`src/design/satb_pkg.sv`:
```
package satb_pkg;

  // Proximity scale: the beep period moves linearly over this RSSI window.
  localparam int RSSI_FAR  = -90;
  localparam int RSSI_NEAR = -30;
  localparam int RSSI_SPAN = RSSI_NEAR - RSSI_FAR;

  // Table contents after reset.
  localparam logic signed [7:0] RSSI_RESET = -8'sd127;

  // Division by the span is done as a multiply by a rounded-up reciprocal.
  // With this shift the result is exact for every product of a 12-bit
  // period difference and a 0..RSSI_SPAN offset.
  localparam int          FRAC_SHIFT = 24;
  localparam int          WEIGHT_W   = 25;
  localparam logic [24:0] FRAC_MULT  =
    25'((2 ** FRAC_SHIFT + RSSI_SPAN - 1) / RSSI_SPAN);

  // Configuration port geometry and register map.
  localparam int ADDR_W = 5;
  localparam logic [2:0] REG_TIMEOUT     = 3'd0;
  localparam logic [2:0] REG_HYSTERESIS  = 3'd1;
  localparam logic [2:0] REG_BEEP_ON     = 3'd2;
  localparam logic [2:0] REG_PERIOD_FAR  = 3'd3;
  localparam logic [2:0] REG_PERIOD_NEAR = 3'd4;

  // Register values after reset.
  localparam logic [15:0] TIMEOUT_RST     = 16'd5000;
  localparam logic [5:0]  HYSTERESIS_RST  = 6'd3;
  localparam logic [9:0]  BEEP_ON_RST     = 10'd80;
  localparam logic [11:0] PERIOD_FAR_RST  = 12'd1000;
  localparam logic [11:0] PERIOD_NEAR_RST = 12'd100;
  localparam logic [11:0] BEEP_PERIOD_RST = 12'd1000;

  // Request operations.
  typedef enum logic [1:0] {
    OP_SIGHTING = 2'd0,
    OP_EVALUATE = 2'd1,
    OP_SERVICE  = 2'd2
  } opcode_t;

  // Configuration register set as seen by the datapath.
  typedef struct packed {
    logic [15:0] timeout_ms;
    logic [5:0]  hysteresis_db;
    logic [9:0]  tone_len_ms;
    logic [11:0] period_far_ms;
    logic [11:0] period_near_ms;
  } cfg_t;

endpackage

```
`src/design/satb_cfg.sv`:
```
module satb_cfg (
  input  logic                        clk,
  input  logic                        rst,
  input  logic                        psel,
  input  logic                        penable,
  input  logic                        pwrite,
  input  logic [satb_pkg::ADDR_W-1:0] paddr,
  input  logic [31:0]                 pwdata,
  output logic [31:0]                 prdata,
  output logic                        pready,
  output satb_pkg::cfg_t              cfg
);

  logic       wr_en;
  logic [2:0] reg_sel;

  assign pready  = 1'b1;
  assign wr_en   = psel && penable && pwrite;
  assign reg_sel = paddr[satb_pkg::ADDR_W-1:2];

  // Register writes complete in the access phase.
  always_ff @(posedge clk) begin
    if (rst) begin
      cfg.timeout_ms     <= satb_pkg::TIMEOUT_RST;
      cfg.hysteresis_db  <= satb_pkg::HYSTERESIS_RST;
      cfg.tone_len_ms    <= satb_pkg::BEEP_ON_RST;
      cfg.period_far_ms  <= satb_pkg::PERIOD_FAR_RST;
      cfg.period_near_ms <= satb_pkg::PERIOD_NEAR_RST;
    end else if (wr_en) begin
      case (reg_sel)
        satb_pkg::REG_TIMEOUT:     cfg.timeout_ms     <= pwdata[15:0];
        satb_pkg::REG_HYSTERESIS:  cfg.hysteresis_db  <= pwdata[5:0];
        satb_pkg::REG_BEEP_ON:     cfg.tone_len_ms    <= pwdata[9:0];
        satb_pkg::REG_PERIOD_FAR:  cfg.period_far_ms  <= pwdata[11:0];
        satb_pkg::REG_PERIOD_NEAR: cfg.period_near_ms <= pwdata[11:0];
        default: ;
      endcase
    end
  end

  // Read data follows the address.
  always_comb begin
    case (reg_sel)
      satb_pkg::REG_TIMEOUT:     prdata = {16'b0, cfg.timeout_ms};
      satb_pkg::REG_HYSTERESIS:  prdata = {26'b0, cfg.hysteresis_db};
      satb_pkg::REG_BEEP_ON:     prdata = {22'b0, cfg.tone_len_ms};
      satb_pkg::REG_PERIOD_FAR:  prdata = {20'b0, cfg.period_far_ms};
      satb_pkg::REG_PERIOD_NEAR: prdata = {20'b0, cfg.period_near_ms};
      default:                   prdata = 32'b0;
    endcase
  end

endmodule

```
`src/design/satb_period.sv`:
```
module satb_period (
  input  satb_pkg::cfg_t                cfg,
  input  logic [satb_pkg::WEIGHT_W-1:0] weight,
  output logic [11:0]                   period
);

  logic        far_ge;
  logic [11:0] diff;
  logic [36:0] prod;
  logic [11:0] step;
  logic [11:0] raw;
  logic [11:0] floor_ms;

  // The weight is the clamped RSSI offset already scaled by the reciprocal
  // of the span, so one multiply gives the interpolation step.
  always_comb begin
    far_ge   = cfg.period_far_ms >= cfg.period_near_ms;
    diff     = far_ge ? cfg.period_far_ms - cfg.period_near_ms
                      : cfg.period_near_ms - cfg.period_far_ms;
    prod     = {25'b0, diff} * {12'b0, weight};
    step     = prod[satb_pkg::FRAC_SHIFT +: 12];
    raw      = far_ge ? cfg.period_far_ms - step : cfg.period_far_ms + step;
    floor_ms = {2'b00, cfg.tone_len_ms};
    // The period never drops below the tone on time.
    period   = (raw < floor_ms) ? floor_ms : raw;
  end

endmodule

```
`src/design/strongest_ap_tracker_beeper_top.sv`:
```
// A request accepted into the request register has its result registered in the
// result register when the request stage advances.
// Throughput: one request per cycle unless the result stalls; the tracking state
// is updated in the single stage between the request and result registers.
// The result register frees up whenever the downstream side takes its result.
// Reset is synchronous and active high: tables go to never seen at -127 dBm,
// no selection, beeper off, and the registers to their default values.
module strongest_ap_tracker_beeper_top #(
  parameter int NUM_APS = 3
) (
  input  logic                        clk,
  input  logic                        rst,
  // Request channel
  input  logic                        req_valid,
  output logic                        req_ready,
  input  logic [1:0]                  opcode,
  input  logic [31:0]                 now_ms,
  input  logic [1:0]                  ap_index,
  input  logic signed [7:0]           rssi_dbm,
  input  logic                        forced_valid,
  input  logic [1:0]                  forced_index,
  input  logic                        all_finished,
  input  logic                        link_busy,
  input  logic [2:0]                  done_mask,
  // Result channel
  output logic                        rsp_valid,
  input  logic                        rsp_ready,
  output logic                        chosen_valid,
  output logic [1:0]                  chosen_index,
  output logic [2:0]                  led_mask,
  output logic                        tone_on,
  output logic [11:0]                 beep_period_ms,
  // Configuration port
  input  logic                        psel,
  input  logic                        penable,
  input  logic                        pwrite,
  input  logic [satb_pkg::ADDR_W-1:0] paddr,
  input  logic [31:0]                 pwdata,
  output logic [31:0]                 prdata,
  output logic                        pready
);

  typedef struct packed {
    satb_pkg::opcode_t opcode;
    logic [31:0]       now_ms;
    logic [1:0]        ap_index;
    logic signed [7:0] rssi_dbm;
    logic              forced_valid;
    logic [1:0]        forced_index;
    logic              all_finished;
    logic              link_busy;
    logic [2:0]        done_mask;
  } item_t;

  satb_pkg::cfg_t cfg;

  // Request register
  logic  s1_valid;
  item_t s1;
  logic  advance;

  // Tracking state
  logic signed [7:0]               rssi_table [NUM_APS];
  logic [31:0]                     seen_time  [NUM_APS];
  logic [satb_pkg::WEIGHT_W-1:0]   weight     [NUM_APS];
  logic                            sel_valid;
  logic [1:0]                      sel_index;
  logic [2:0]                      led_reg;
  logic                            beeper_enabled;
  logic                            beeper_on;
  logic [11:0]                     beep_period;
  logic [31:0]                     next_toggle_ms;

  // Next state
  logic                            sel_valid_next;
  logic [1:0]                      sel_index_next;
  logic [2:0]                      led_next;
  logic                            beeper_enabled_next;
  logic                            beeper_on_next;
  logic [11:0]                     beep_period_next;
  logic [31:0]                     next_toggle_ms_next;

  // Selection helpers
  logic [NUM_APS-1:0]              ap_ok;
  logic                            sel_ok;
  logic signed [7:0]               sel_rssi;
  logic                            found;
  logic [1:0]                      best_idx;
  logic signed [7:0]               best_rssi;
  logic signed [9:0]               best_ext;
  logic signed [9:0]               thresh;
  logic                            forced_ok;
  logic                            pick_ok;
  logic [satb_pkg::WEIGHT_W-1:0]   pick_weight;
  logic [11:0]                     pick_period;
  logic [31:0]                     due_diff;
  logic [11:0]                     on_ms;
  logic [11:0]                     off_ms;

  // Sighting weight
  logic signed [8:0]               rel;
  logic [5:0]                      ofs;
  logic [satb_pkg::WEIGHT_W-1:0]   new_weight;

  satb_cfg u_cfg (
    .clk     (clk),
    .rst     (rst),
    .psel    (psel),
    .penable (penable),
    .pwrite  (pwrite),
    .paddr   (paddr),
    .pwdata  (pwdata),
    .prdata  (prdata),
    .pready  (pready),
    .cfg     (cfg)
  );

  satb_period u_period (
    .cfg    (cfg),
    .weight (pick_weight),
    .period (pick_period)
  );

  // Pipeline flow: the request stage moves when the result register is free.
  assign advance   = s1_valid && (!rsp_valid || rsp_ready);
  assign req_ready = !s1_valid || advance;

  always_ff @(posedge clk) begin
    if (rst) begin
      s1_valid <= 1'b0;
    end else if (req_ready) begin
      s1_valid <= req_valid;
    end
  end

  always_ff @(posedge clk) begin
    if (req_valid && req_ready) begin
      s1.opcode       <= satb_pkg::opcode_t'(opcode);
      s1.now_ms       <= now_ms;
      s1.ap_index     <= ap_index;
      s1.rssi_dbm     <= rssi_dbm;
      s1.forced_valid <= forced_valid;
      s1.forced_index <= forced_index;
      s1.all_finished <= all_finished;
      s1.link_busy    <= link_busy;
      s1.done_mask    <= done_mask;
    end
  end

  // Clamp the sighting RSSI to the proximity window and prescale it.
  always_comb begin
    rel = 9'(s1.rssi_dbm) + 9'(-satb_pkg::RSSI_FAR);
    if (rel < 9'sd0) begin
      ofs = 6'd0;
    end else if (rel > 9'(satb_pkg::RSSI_SPAN)) begin
      ofs = 6'(satb_pkg::RSSI_SPAN);
    end else begin
      ofs = rel[5:0];
    end
    new_weight = 25'({19'b0, ofs} * satb_pkg::FRAC_MULT);
  end

  // Entry validity, current selection lookup and strongest valid entry.
  always_comb begin
    sel_ok    = 1'b0;
    sel_rssi  = satb_pkg::RSSI_RESET;
    found     = 1'b0;
    best_idx  = 2'b00;
    best_rssi = satb_pkg::RSSI_RESET;
    for (int i = 0; i < NUM_APS; i++) begin
      ap_ok[i] = (seen_time[i] != 32'b0) &&
                 ((s1.now_ms - seen_time[i]) < {16'b0, cfg.timeout_ms});
      if (int'(sel_index) == i) begin
        sel_ok   = ap_ok[i];
        sel_rssi = rssi_table[i];
      end
      if (ap_ok[i] && (!found || rssi_table[i] > best_rssi)) begin
        found     = 1'b1;
        best_idx  = 2'(i);
        best_rssi = rssi_table[i];
      end
    end
    best_ext  = {{2{best_rssi[7]}}, best_rssi};
    thresh    = {{2{sel_rssi[7]}}, sel_rssi} + {4'b0000, cfg.hysteresis_db};
    forced_ok = s1.forced_valid && (int'(s1.forced_index) < NUM_APS);
  end

  // Operation decode and next state.
  always_comb begin
    sel_valid_next      = sel_valid;
    sel_index_next      = sel_index;
    led_next            = led_reg;
    beeper_enabled_next = beeper_enabled;
    beeper_on_next      = beeper_on;
    beep_period_next    = beep_period;
    next_toggle_ms_next = next_toggle_ms;
    pick_ok             = 1'b0;
    pick_weight         = '0;
    on_ms               = {2'b00, cfg.tone_len_ms};
    off_ms              = (beep_period > on_ms) ? beep_period - on_ms : 12'd1;
    due_diff            = s1.now_ms - next_toggle_ms;

    // Selection per the rules when not finished.
    if (forced_ok) begin
      sel_valid_next = 1'b1;
      sel_index_next = s1.forced_index;
    end else if (!found) begin
      sel_valid_next = 1'b0;
      sel_index_next = 2'b00;
    end else if (!sel_valid || !sel_ok ||
                 (best_idx != sel_index && best_ext > thresh)) begin
      sel_valid_next = 1'b1;
      sel_index_next = best_idx;
    end

    // Signal weight of the resulting selection.
    for (int i = 0; i < NUM_APS; i++) begin
      if (int'(sel_index_next) == i) begin
        pick_ok     = ap_ok[i];
        pick_weight = weight[i];
      end
    end

    case (s1.opcode)
      satb_pkg::OP_EVALUATE: begin
        if (s1.all_finished) begin
          sel_valid_next      = 1'b0;
          sel_index_next      = 2'b00;
          led_next            = 3'b111;
          beeper_enabled_next = 1'b0;
          beeper_on_next      = 1'b0;
        end else begin
          led_next = s1.done_mask |
                     (sel_valid_next ? 3'(4'b0001 << sel_index_next) : 3'b000);
          if (!s1.link_busy) begin
            if (sel_valid_next && pick_ok) begin
              beep_period_next = pick_period;
              if (!beeper_enabled) begin
                beeper_enabled_next = 1'b1;
                beeper_on_next      = 1'b1;
                next_toggle_ms_next = s1.now_ms + {22'b0, cfg.tone_len_ms};
              end
            end else begin
              beeper_enabled_next = 1'b0;
              beeper_on_next      = 1'b0;
            end
          end
        end
      end
      satb_pkg::OP_SERVICE: begin
        sel_valid_next = sel_valid;
        sel_index_next = sel_index;
        if (s1.link_busy) begin
          beeper_enabled_next = 1'b0;
          beeper_on_next      = 1'b1;
        end else if (beeper_enabled && !due_diff[31]) begin
          if (beeper_on) begin
            beeper_on_next      = 1'b0;
            next_toggle_ms_next = s1.now_ms + {20'b0, off_ms};
          end else begin
            beeper_on_next      = 1'b1;
            next_toggle_ms_next = s1.now_ms + {22'b0, cfg.tone_len_ms};
          end
        end
      end
      default: begin
        // Sightings only touch the tables; the spare code changes nothing.
        sel_valid_next = sel_valid;
        sel_index_next = sel_index;
      end
    endcase
  end

  // Per access point tables.
  always_ff @(posedge clk) begin
    if (rst) begin
      for (int i = 0; i < NUM_APS; i++) begin
        rssi_table[i] <= satb_pkg::RSSI_RESET;
        seen_time[i]  <= 32'b0;
        weight[i]     <= '0;
      end
    end else if (advance && s1.opcode == satb_pkg::OP_SIGHTING) begin
      for (int i = 0; i < NUM_APS; i++) begin
        if (int'(s1.ap_index) == i) begin
          rssi_table[i] <= s1.rssi_dbm;
          seen_time[i]  <= s1.now_ms;
          weight[i]     <= new_weight;
        end
      end
    end
  end

  // Selection and beeper state.
  always_ff @(posedge clk) begin
    if (rst) begin
      sel_valid      <= 1'b0;
      sel_index      <= 2'b00;
      led_reg        <= 3'b000;
      beeper_enabled <= 1'b0;
      beeper_on      <= 1'b0;
      beep_period    <= satb_pkg::BEEP_PERIOD_RST;
      next_toggle_ms <= 32'b0;
    end else if (advance) begin
      sel_valid      <= sel_valid_next;
      sel_index      <= sel_index_next;
      led_reg        <= led_next;
      beeper_enabled <= beeper_enabled_next;
      beeper_on      <= beeper_on_next;
      beep_period    <= beep_period_next;
      next_toggle_ms <= next_toggle_ms_next;
    end
  end

  // Result register.
  always_ff @(posedge clk) begin
    if (rst) begin
      rsp_valid <= 1'b0;
    end else if (advance) begin
      rsp_valid <= 1'b1;
    end else if (rsp_ready) begin
      rsp_valid <= 1'b0;
    end
  end

  always_ff @(posedge clk) begin
    if (advance) begin
      chosen_valid   <= sel_valid_next;
      chosen_index   <= sel_valid_next ? sel_index_next : 2'b00;
      led_mask       <= led_next;
      tone_on        <= beeper_on_next;
      beep_period_ms <= beep_period_next;
    end
  end

`ifndef SYNTHESIS
  // An accepted request always lands in the request stage.
  assert property (@(posedge clk) disable iff (rst)
    req_valid && req_ready |=> s1_valid)
    else $error("accepted request did not enter the request stage");

  // A stalled result holds the request stage in place.
  assert property (@(posedge clk) disable iff (rst)
    s1_valid && rsp_valid && !rsp_ready |=> s1_valid)
    else $error("request stage dropped an item while the result was stalled");

  // Finished mode lights every LED and silences the tone.
  assert property (@(posedge clk) disable iff (rst)
    advance && s1.opcode == satb_pkg::OP_EVALUATE && s1.all_finished
    |=> led_mask == 3'b111 && !tone_on && !chosen_valid)
    else $error("finished evaluation did not give all LEDs and a silent buzzer");
`endif

endmodule
```
`config.mk`:
```
export PLATFORM = sky130hd
export DESIGN_NAME = strongest_ap_tracker_beeper_top
export DESIGN_NICKNAME = d
export VERILOG_FILES = /design/src/design/satb_pkg.sv /design/src/design/satb_cfg.sv /design/src/design/satb_period.sv /design/src/design/strongest_ap_tracker_beeper_top.sv
export SDC_FILE = /design/constraint.sdc
export NUM_CORES = 2
export LEC_CHECK = 0
export BUFFER_PORTS_ARGS = -buffer_cell sky130_fd_sc_hd__buf_4
export CAP_MARGIN = 40
export CORE_ASPECT_RATIO = 0.7
export CORE_UTILIZATION = 45
export CTS_CLUSTER_SIZE = 28
export DETAILED_ROUTE_END_ITERATION = 12
export PLACE_DENSITY = 0.67
export SKIP_CTS_REPAIR_TIMING = 1
export SLEW_MARGIN = 20
export SYNTH_ARGS = -nofsm -noshare
export SYNTH_HDL_FRONTEND = slang
export SYNTH_SLANG_ARGS = --single-unit
```
`constraint.sdc`:
```
create_clock -name clk -period 17.8 [get_ports clk]
set_input_delay 0 -clock clk [delete_from_list [all_inputs] [get_ports clk]]
set_output_delay 0 -clock clk [all_outputs]
set_load 0.03 [all_outputs]
```
# After elaboration in Yosys (flattened, before gate mapping)
# Memories as Yosys holds them, arrays and structs flattened.
# Index checks and enable logic that the tools add are counted.
word_totals:
  out_inout_bits: 54
  latch_bits: 0
  n_memories: 3
  romBits: 0
  mem_bits_rw: 195
  reg_bits: 181
  input_bits: 96
  elab_cells: 224
mem_list:
  columns: ["name", "words", "width", "rd", "rd_clocked_by_memory_dff", "write_ports", "line", "source"]
  rows:
  - ["seen_time", 3, 32, 3, 0, 3, "strongest_ap_tracker_beeper_top.sv:64", "logic [31:0] seen_time [NUM_APS];"]
  - ["weight", 3, 25, 3, 0, 3, "strongest_ap_tracker_beeper_top.sv:65", "logic [satb_pkg::WEIGHT_W-1:0] weight [NUM_APS];"]
  - ["rssi_table", 3, 8, 3, 0, 3, "strongest_ap_tracker_beeper_top.sv:63", "logic signed [7:0] rssi_table [NUM_APS];"]
op_classes:
  div_mod_pow: 0
  mul: 2
  n_eq_ne: 21
  n_addsub: 13
  mux: 90
  bitwise_logic: 10
  reduce_logical: 44
  shift: 1
  magnitude_cmp: 12
op_table:
  columns: ["operator", "n"]
  rows:
  - ["2-to-1 mux 32 bit", 10]
  - ["2-to-1 mux 25 bit", 6]
  - ["subtractor 32 bit", 4]
  - ["less-than comparator 32 x 16 -> 1 bit", 3]
  - ["2-to-1 mux 12 bit", 8]
  - ["nonzero test 32 bit", 3]
  - ["case mux 16 bit (5 select lines)", 1]
  - ["2-to-1 mux 8 bit", 9]
  - ["case mux 32 bit (2 select lines)", 1]
  - ["2-to-1 mux 1 bit", 42]
  - ["multiplier 12 x 25 -> 36 bit", 1]
  - ["subtractor 12 bit", 3]
  - ["adder 32 x 10 -> 32 bit", 1]
  - ["adder 32 x 12 -> 32 bit", 1]
  - ["multiplier 6 x 19 -> 25 bit, second input constant", 1]
  - ["> comparator 8 bit", 2]
  - ["equality test 2 bit, second input constant", 7]
  - ["logical AND 1 bit", 14]
  - ["!= test 2 bit, second input constant", 7]
  - ["adder 12 bit", 1]
  - ["greater-or-equal comparator 12 bit", 1]
  - ["> comparator 12 x 10 -> 1 bit", 1]
  - ["less-than comparator 12 x 10 -> 1 bit", 1]
  - ["2-to-1 mux 2 bit", 6]
  - ["27 further kinds", 59]

# Longest topological paths before layout
# An unclocked memory read counts as a cell.
depth:
  depth_word: 32
  depth_mapped: 105
  mapped_depth_nobuf: 101

# Modules after synthesis
# Synthesis repeated with hierarchy kept, for this count alone.
hier_totals:
  cells_unflattened: 4328
  hier_area_um2: 38535.7
modules_own_cells:
  columns: ["module", "seq_area_each_um2", "cells_each", "area_per_inst_um2", "n_inst"]
  rows:
  - ["strongest_ap_tracker_beeper_top", 9068.7, 2607, 24134.4, 1]
  - ["satb_period", 0.0, 1398, 11542.3, 1]
  - ["satb_cfg", 1121.1, 323, 2859.0, 1]

# Least setup slack after synthesis
# OpenSTA, ideal clock, no wires.
synth_timing:
  path_type: "register -> register"
  from: "register s1[19] (netlist bit)"
  to: "register beep_period_ms[0] (data pin)"
  t_required_ps: 17534
  stages_incl_launch_ff: 98
  synth_period_minus_slack_ps: 19549
  arrival_time_ps: 19283
  setup_ps: 266
  setup_slack_ps: -1749
  path_buffers: 5
  cell_sequence: "edfxtp_1 > inv_1 > fa_1 > nor2b_1 > o2111ai_1 > a211oi_2 > nor2_1 > o21ai_0 > xor2_1 > ha_1 > o21a_1 > a221oi_1 > o221ai_1 > nor4_1 > o2111ai_1 > nor3_1 > o211ai_1 > nor4_1 > [62 not listed] > o21ai_0 > and2_1 > o21ai_0 > nand2_1 > a21oi_1 > o21ai_0 > a21oi_1 > o21bai_1 > a21o_1 > a21oi_1 > xnor2_1 > xnor2_1 > xnor2_1 > nor3_1 > o31ai_2 > buf_6 > mux2i_1 > o21ai_1"
synth_via:
  elab_chain_cells: 31
  elab_cells_between_ends: 60
  classes_between: "5 x add/sub; 1 x mul; 7 x order compare; 3 x eq/ne; 29 x mux; 15 x reduce/logical"
synth_lines:
  columns: ["item", "line", "source"]
  rows:
  - ["start, declared", "strongest_ap_tracker_beeper_top.sv:59", "item_t s1;"]
  - ["subtractor 32 bit", "strongest_ap_tracker_beeper_top.sv:172", "((s1.now_ms - seen_time[i]) < {16'b0, cfg.timeout_ms});"]
  - ["less-than comparator 32 x 16 -> 1 bit", "strongest_ap_tracker_beeper_top.sv:172", null]
  - ["logical AND 1 bit", "strongest_ap_tracker_beeper_top.sv:171", "ap_ok[i] = (seen_time[i] != 32'b0) &&"]
  - ["2-to-1 mux 8 bit or 2-to-1 mux 1 bit (tied branches)", "strongest_ap_tracker_beeper_top.sv:177", "if (ap_ok[i] && (!found || rssi_table[i] > best_rssi)) begin"]
  - ["> comparator 8 bit or logical NOT 1 bit (tied branches)", "strongest_ap_tracker_beeper_top.sv:177", null]
  - ["logical OR 1 bit", "strongest_ap_tracker_beeper_top.sv:177", null]
  - ["logical AND 1 bit", "strongest_ap_tracker_beeper_top.sv:177", null]
  - ["2-to-1 mux 8 bit or 2-to-1 mux 1 bit (tied branches)", "strongest_ap_tracker_beeper_top.sv:177", null]
  - ["[16 not listed]", null, null]
  - ["2-to-1 mux 12 bit", "satb_period.sv:22", "raw = far_ge ? cfg.period_far_ms - step : cfg.period_far_ms + step;"]
  - ["less-than comparator 12 x 10 -> 1 bit", "satb_period.sv:25", "period = (raw < floor_ms) ? floor_ms : raw;"]
  - ["2-to-1 mux 12 bit", "satb_period.sv:25", null]
  - ["2-to-1 mux 12 bit (*)", "strongest_ap_tracker_beeper_top.sv:236", "if (sel_valid_next && pick_ok) begin"]
  - ["2-to-1 mux 12 bit (*)", "strongest_ap_tracker_beeper_top.sv:235", "if (!s1.link_busy) begin"]
  - ["2-to-1 mux 12 bit (*)", "strongest_ap_tracker_beeper_top.sv:226", "if (s1.all_finished) begin"]
  - ["2-to-1 mux 12 bit (*)", "strongest_ap_tracker_beeper_top.sv:224", "case (s1.opcode)"]
  - ["net beep_period_next[0]", "strongest_ap_tracker_beeper_top.sv:80", "logic [11:0] beep_period_next;"]
  - ["end signal, assigned", "strongest_ap_tracker_beeper_top.sv:331", "beep_period_ms <= beep_period_next;"]
  - ["end, declared", "strongest_ap_tracker_beeper_top.sv:32", "output logic [11:0] beep_period_ms,"]
# The timed path passes the listed nets; every way through them passes the cells marked *.
# A chain may end at the register's enable or synchronous reset.

==> impl_metrics.toml <==
[clocking]
cts.sinks = 376
cts_tree = "yes"
worstSkewPairLatency_ns = 0.60
cts_made_buffers = 42
clk_pin_slew_worst_paths_ns = 0.07
htreeDepth = 2
cts_root_buf = "clkbuf_16"
cts_buffer_depth = 3

[yosys]
synth_fa_ha_area_share_pct = 25.00
synth_top_family_by_area = "adder cells"
synth_area_leaders = "edfxtp_1 (21%), fa_1 (13%), ha_1 (12%), dfxtp_1 (5.9%), inv_1 (5.3%)"
synthSimpleGateAreaFrac_pct = 17.71
yosysSeqAreaShare_pct = 27.19
ys_ff_latch = 376
synth_xor_area_share_pct = 3.505
async_flop_share_pct = 0
synthCells = 4283
synth_ff_type = "edfxtp_1"
yosysMostFrequentCell = "inv_1"
ys_warn_count = 0
ys_types = 98
synth_top_area_cell = "edfxtp_1"
synth.mux.area_fraction_pct = 1.896
synth_compound_area_share_pct = 17.43
syn_area_sq_um = 37480
synth_edf_count = 266
synth_top_area_share_pct = 21.31
ys_top_cells_by_count = "inv_1 (530), nand2_1 (524), ha_1 (365), a21oi_1 (295), edfxtp_1 (266)"
syn_area_per_cell_sq_um = 8.751

[worst_setup_path]
worstSetupPathType = "reg2reg"
crit_fanout = 8
cp-start-kind = "flop"
r2r_cells = 97
worstPathArrival_ns = 19.42
required_ns = 18.11
slowest_stage = "fa_1"
cp-end-kind = "flop"
slowest_delay_ns = 0.58

[global_routing]
grt_pass1_wl_mm = 187.4
grt_start_max_net_pins = 58
grt_pass1_vias = 31710
antenna_found_initial = 0
grt-ovfl-total = 0
track_usage_pct = 28.73

[placed_design]
gp_congestion = 1.031
io_buffers = 114
hpwl_mm = 99.42
dp_slack_ns = -1.334

[drt]
vias = 33970
routed_wl_mm = 125.1
drtIter0Drc = 3776
ant_nets = 0
viasPerCell = 5.682
wl_per_cell_um = 20.93
drc = 0
first_pass_iters = 8

[timing]
fin_crit_ns = 19.10
max-slew-margin-rel_pct = 36.72
drv_slew = 0
setup_viol = 24
worst_slew_pin_slew_ns = 0.9419
finClkSkew_ns = 0.01684
fin_setup_tns_ns = -26.54
rsz0062_at_grt = "true"
setup_ws_ns = -1.303
hold_viol_final = 3
finalCritPeriodShare_pct = 107.3
fin_hold_ws_ns = -0.05850
fmax_mhz = 52.35

[pwr]
switching_share_pct = 40.25
power.internal_mw = 3.388
p_leak_nw = 20.38
p_comb_share_pct = 66.1
pwr-share-clk_pct = 16.3
powerDensity_nw_per_um2 = 121.9
p_sw_mw = 2.282
seqPwrFrac_pct = 17.6
vdd_ir_drop_max_uv = 174.2

[die]
die_width_um = 346.9
io_pins = 150
coreArea_sq_um = 82470
initial_core_util_pct = 45.45
fp-row-count = 88
die_area_sq_um = 84470
die_y_um = 243.5

[cells_and_area]
regMostFlops = "seen_time"
largest_register_ffs = 96
final_util_pct = 56.41
fin_nets = 5566
drive_gt1_share_pct = 19.50
reg_top3 = "seen_time x96, weight x75, u_cfg.cfg x56"
n_antenna_cell = 0
synthToLayoutAreaGrowth_pct = 24.12

[job]
maxCapViolCount = 0

[hold_path]
holdCritPathClass = "in2reg"
holdPathStages = 4

[run_status]
status = "finished, violations left"
violations = "negative hold slack, negative setup slack"
## kinds of logic (layout without fill, tap and decap cells)
| logic type | Yosys count | in the layout |
|---|---|---|
| AOI/OAI and AO/OA | 1007 | 1007 |
| other | 2 | 17 |
| adders and majority gates | 605 | 605 |
| and+or+nand+nor | 1374 | 1374 |
| xor gates and xnor gates | 150 | 150 |
| DFF | 376 | 376 |
| buffers and inverters | 699 | 1299 |
| muxes | 70 | 70 |
## routing by layer
layer  track usage [%]  wire length (um)
met1             44.46             59270
met2             37.32             47220
met3             11.28             16930
met4             4.230              1722
met5                 0                 0
## stage by stage
step / area (sq um) / power, mW / cells
final: 46520 / 5.670 / 5978
after global routing: 46520 / 6.073 / 5978
after CTS: 44270 / 5.007 / 5843
after detailed placement: 42840 / 4.071 / 5766
after global placement: 42710 / 4.018 / 5757
after floorplan: 37860 / 2.751 / 4298
## power groups by stage
stage | Sequential [mW] | Clock (mW) | Combinational, mW
after detailed placement | 1.01 | 0 | 3.06
after CTS | 0.995 | 0.935 | 3.08
final | 0.997 | 0.924 | 3.75
after global placement | 1.01 | 0 | 3.00
after floorplan | 1.01 | 0 | 1.74
after global routing | 0.999 | 0.968 | 4.11
## final cells by class
| type | count | area, sq um |
|---|---|---|
| multi-input cells | 3223 | 25860 |
| inverters | 530 | 1989 |
| flip-flops and latches | 376 | 10190 |
| repair buffers | 692 | 5699 |
| well taps | 1080 | 1351 |
| clock inverters | 26 | 284.0 |
| fillers | 7391 | 35950 |
| clock buffers | 51 | 1146 |
## path summary, 6_finish.rpt
kind / to / slack (ns) / from
max reg2reg: beep_period_ms[6] / -1.30 / seen_time[0][0]
min reg2reg: next_toggle_ms[11] / 0.46 / next_toggle_ms[11]
max: beep_period_ms[6] / -1.30 / seen_time[0][0]
min: u_cfg.cfg[33] / -0.06 / paddr[4]
## layout by cell type (no fill, tap or decap), drive strengths merged, types with 53 or more instances in the layout
cell         count
and2           116
nor3            72
ha             365
xnor2          103
dfxtp          110
inv            539
edfxtp         266
nand2          525
buf            609
nor2b           66
nand4           58
nor2           259
nand2b          70
dlygate4sd3     81
a21oi          298
o21ai          205
nand3           53
a211oi          70
fa             240
mux2i           62
a21o            93
o21a            53
clkbuf          53
## worst max-delay path: cells and delay by family (launching register included)
family / cells / cell delay, ns
AO/OA/AOI/OAI: 45 / 7.21
adder cells (fa/ha/maj): 14 / 4.97
AND/OR/NAND/NOR: 20 / 3.51
buffers and inverters: 11 / 1.46
XOR/XNOR: 5 / 0.79
flip-flops: 1 / 0.43
multiplexers: 2 / 0.36
(Power assumes the default switching activity.)
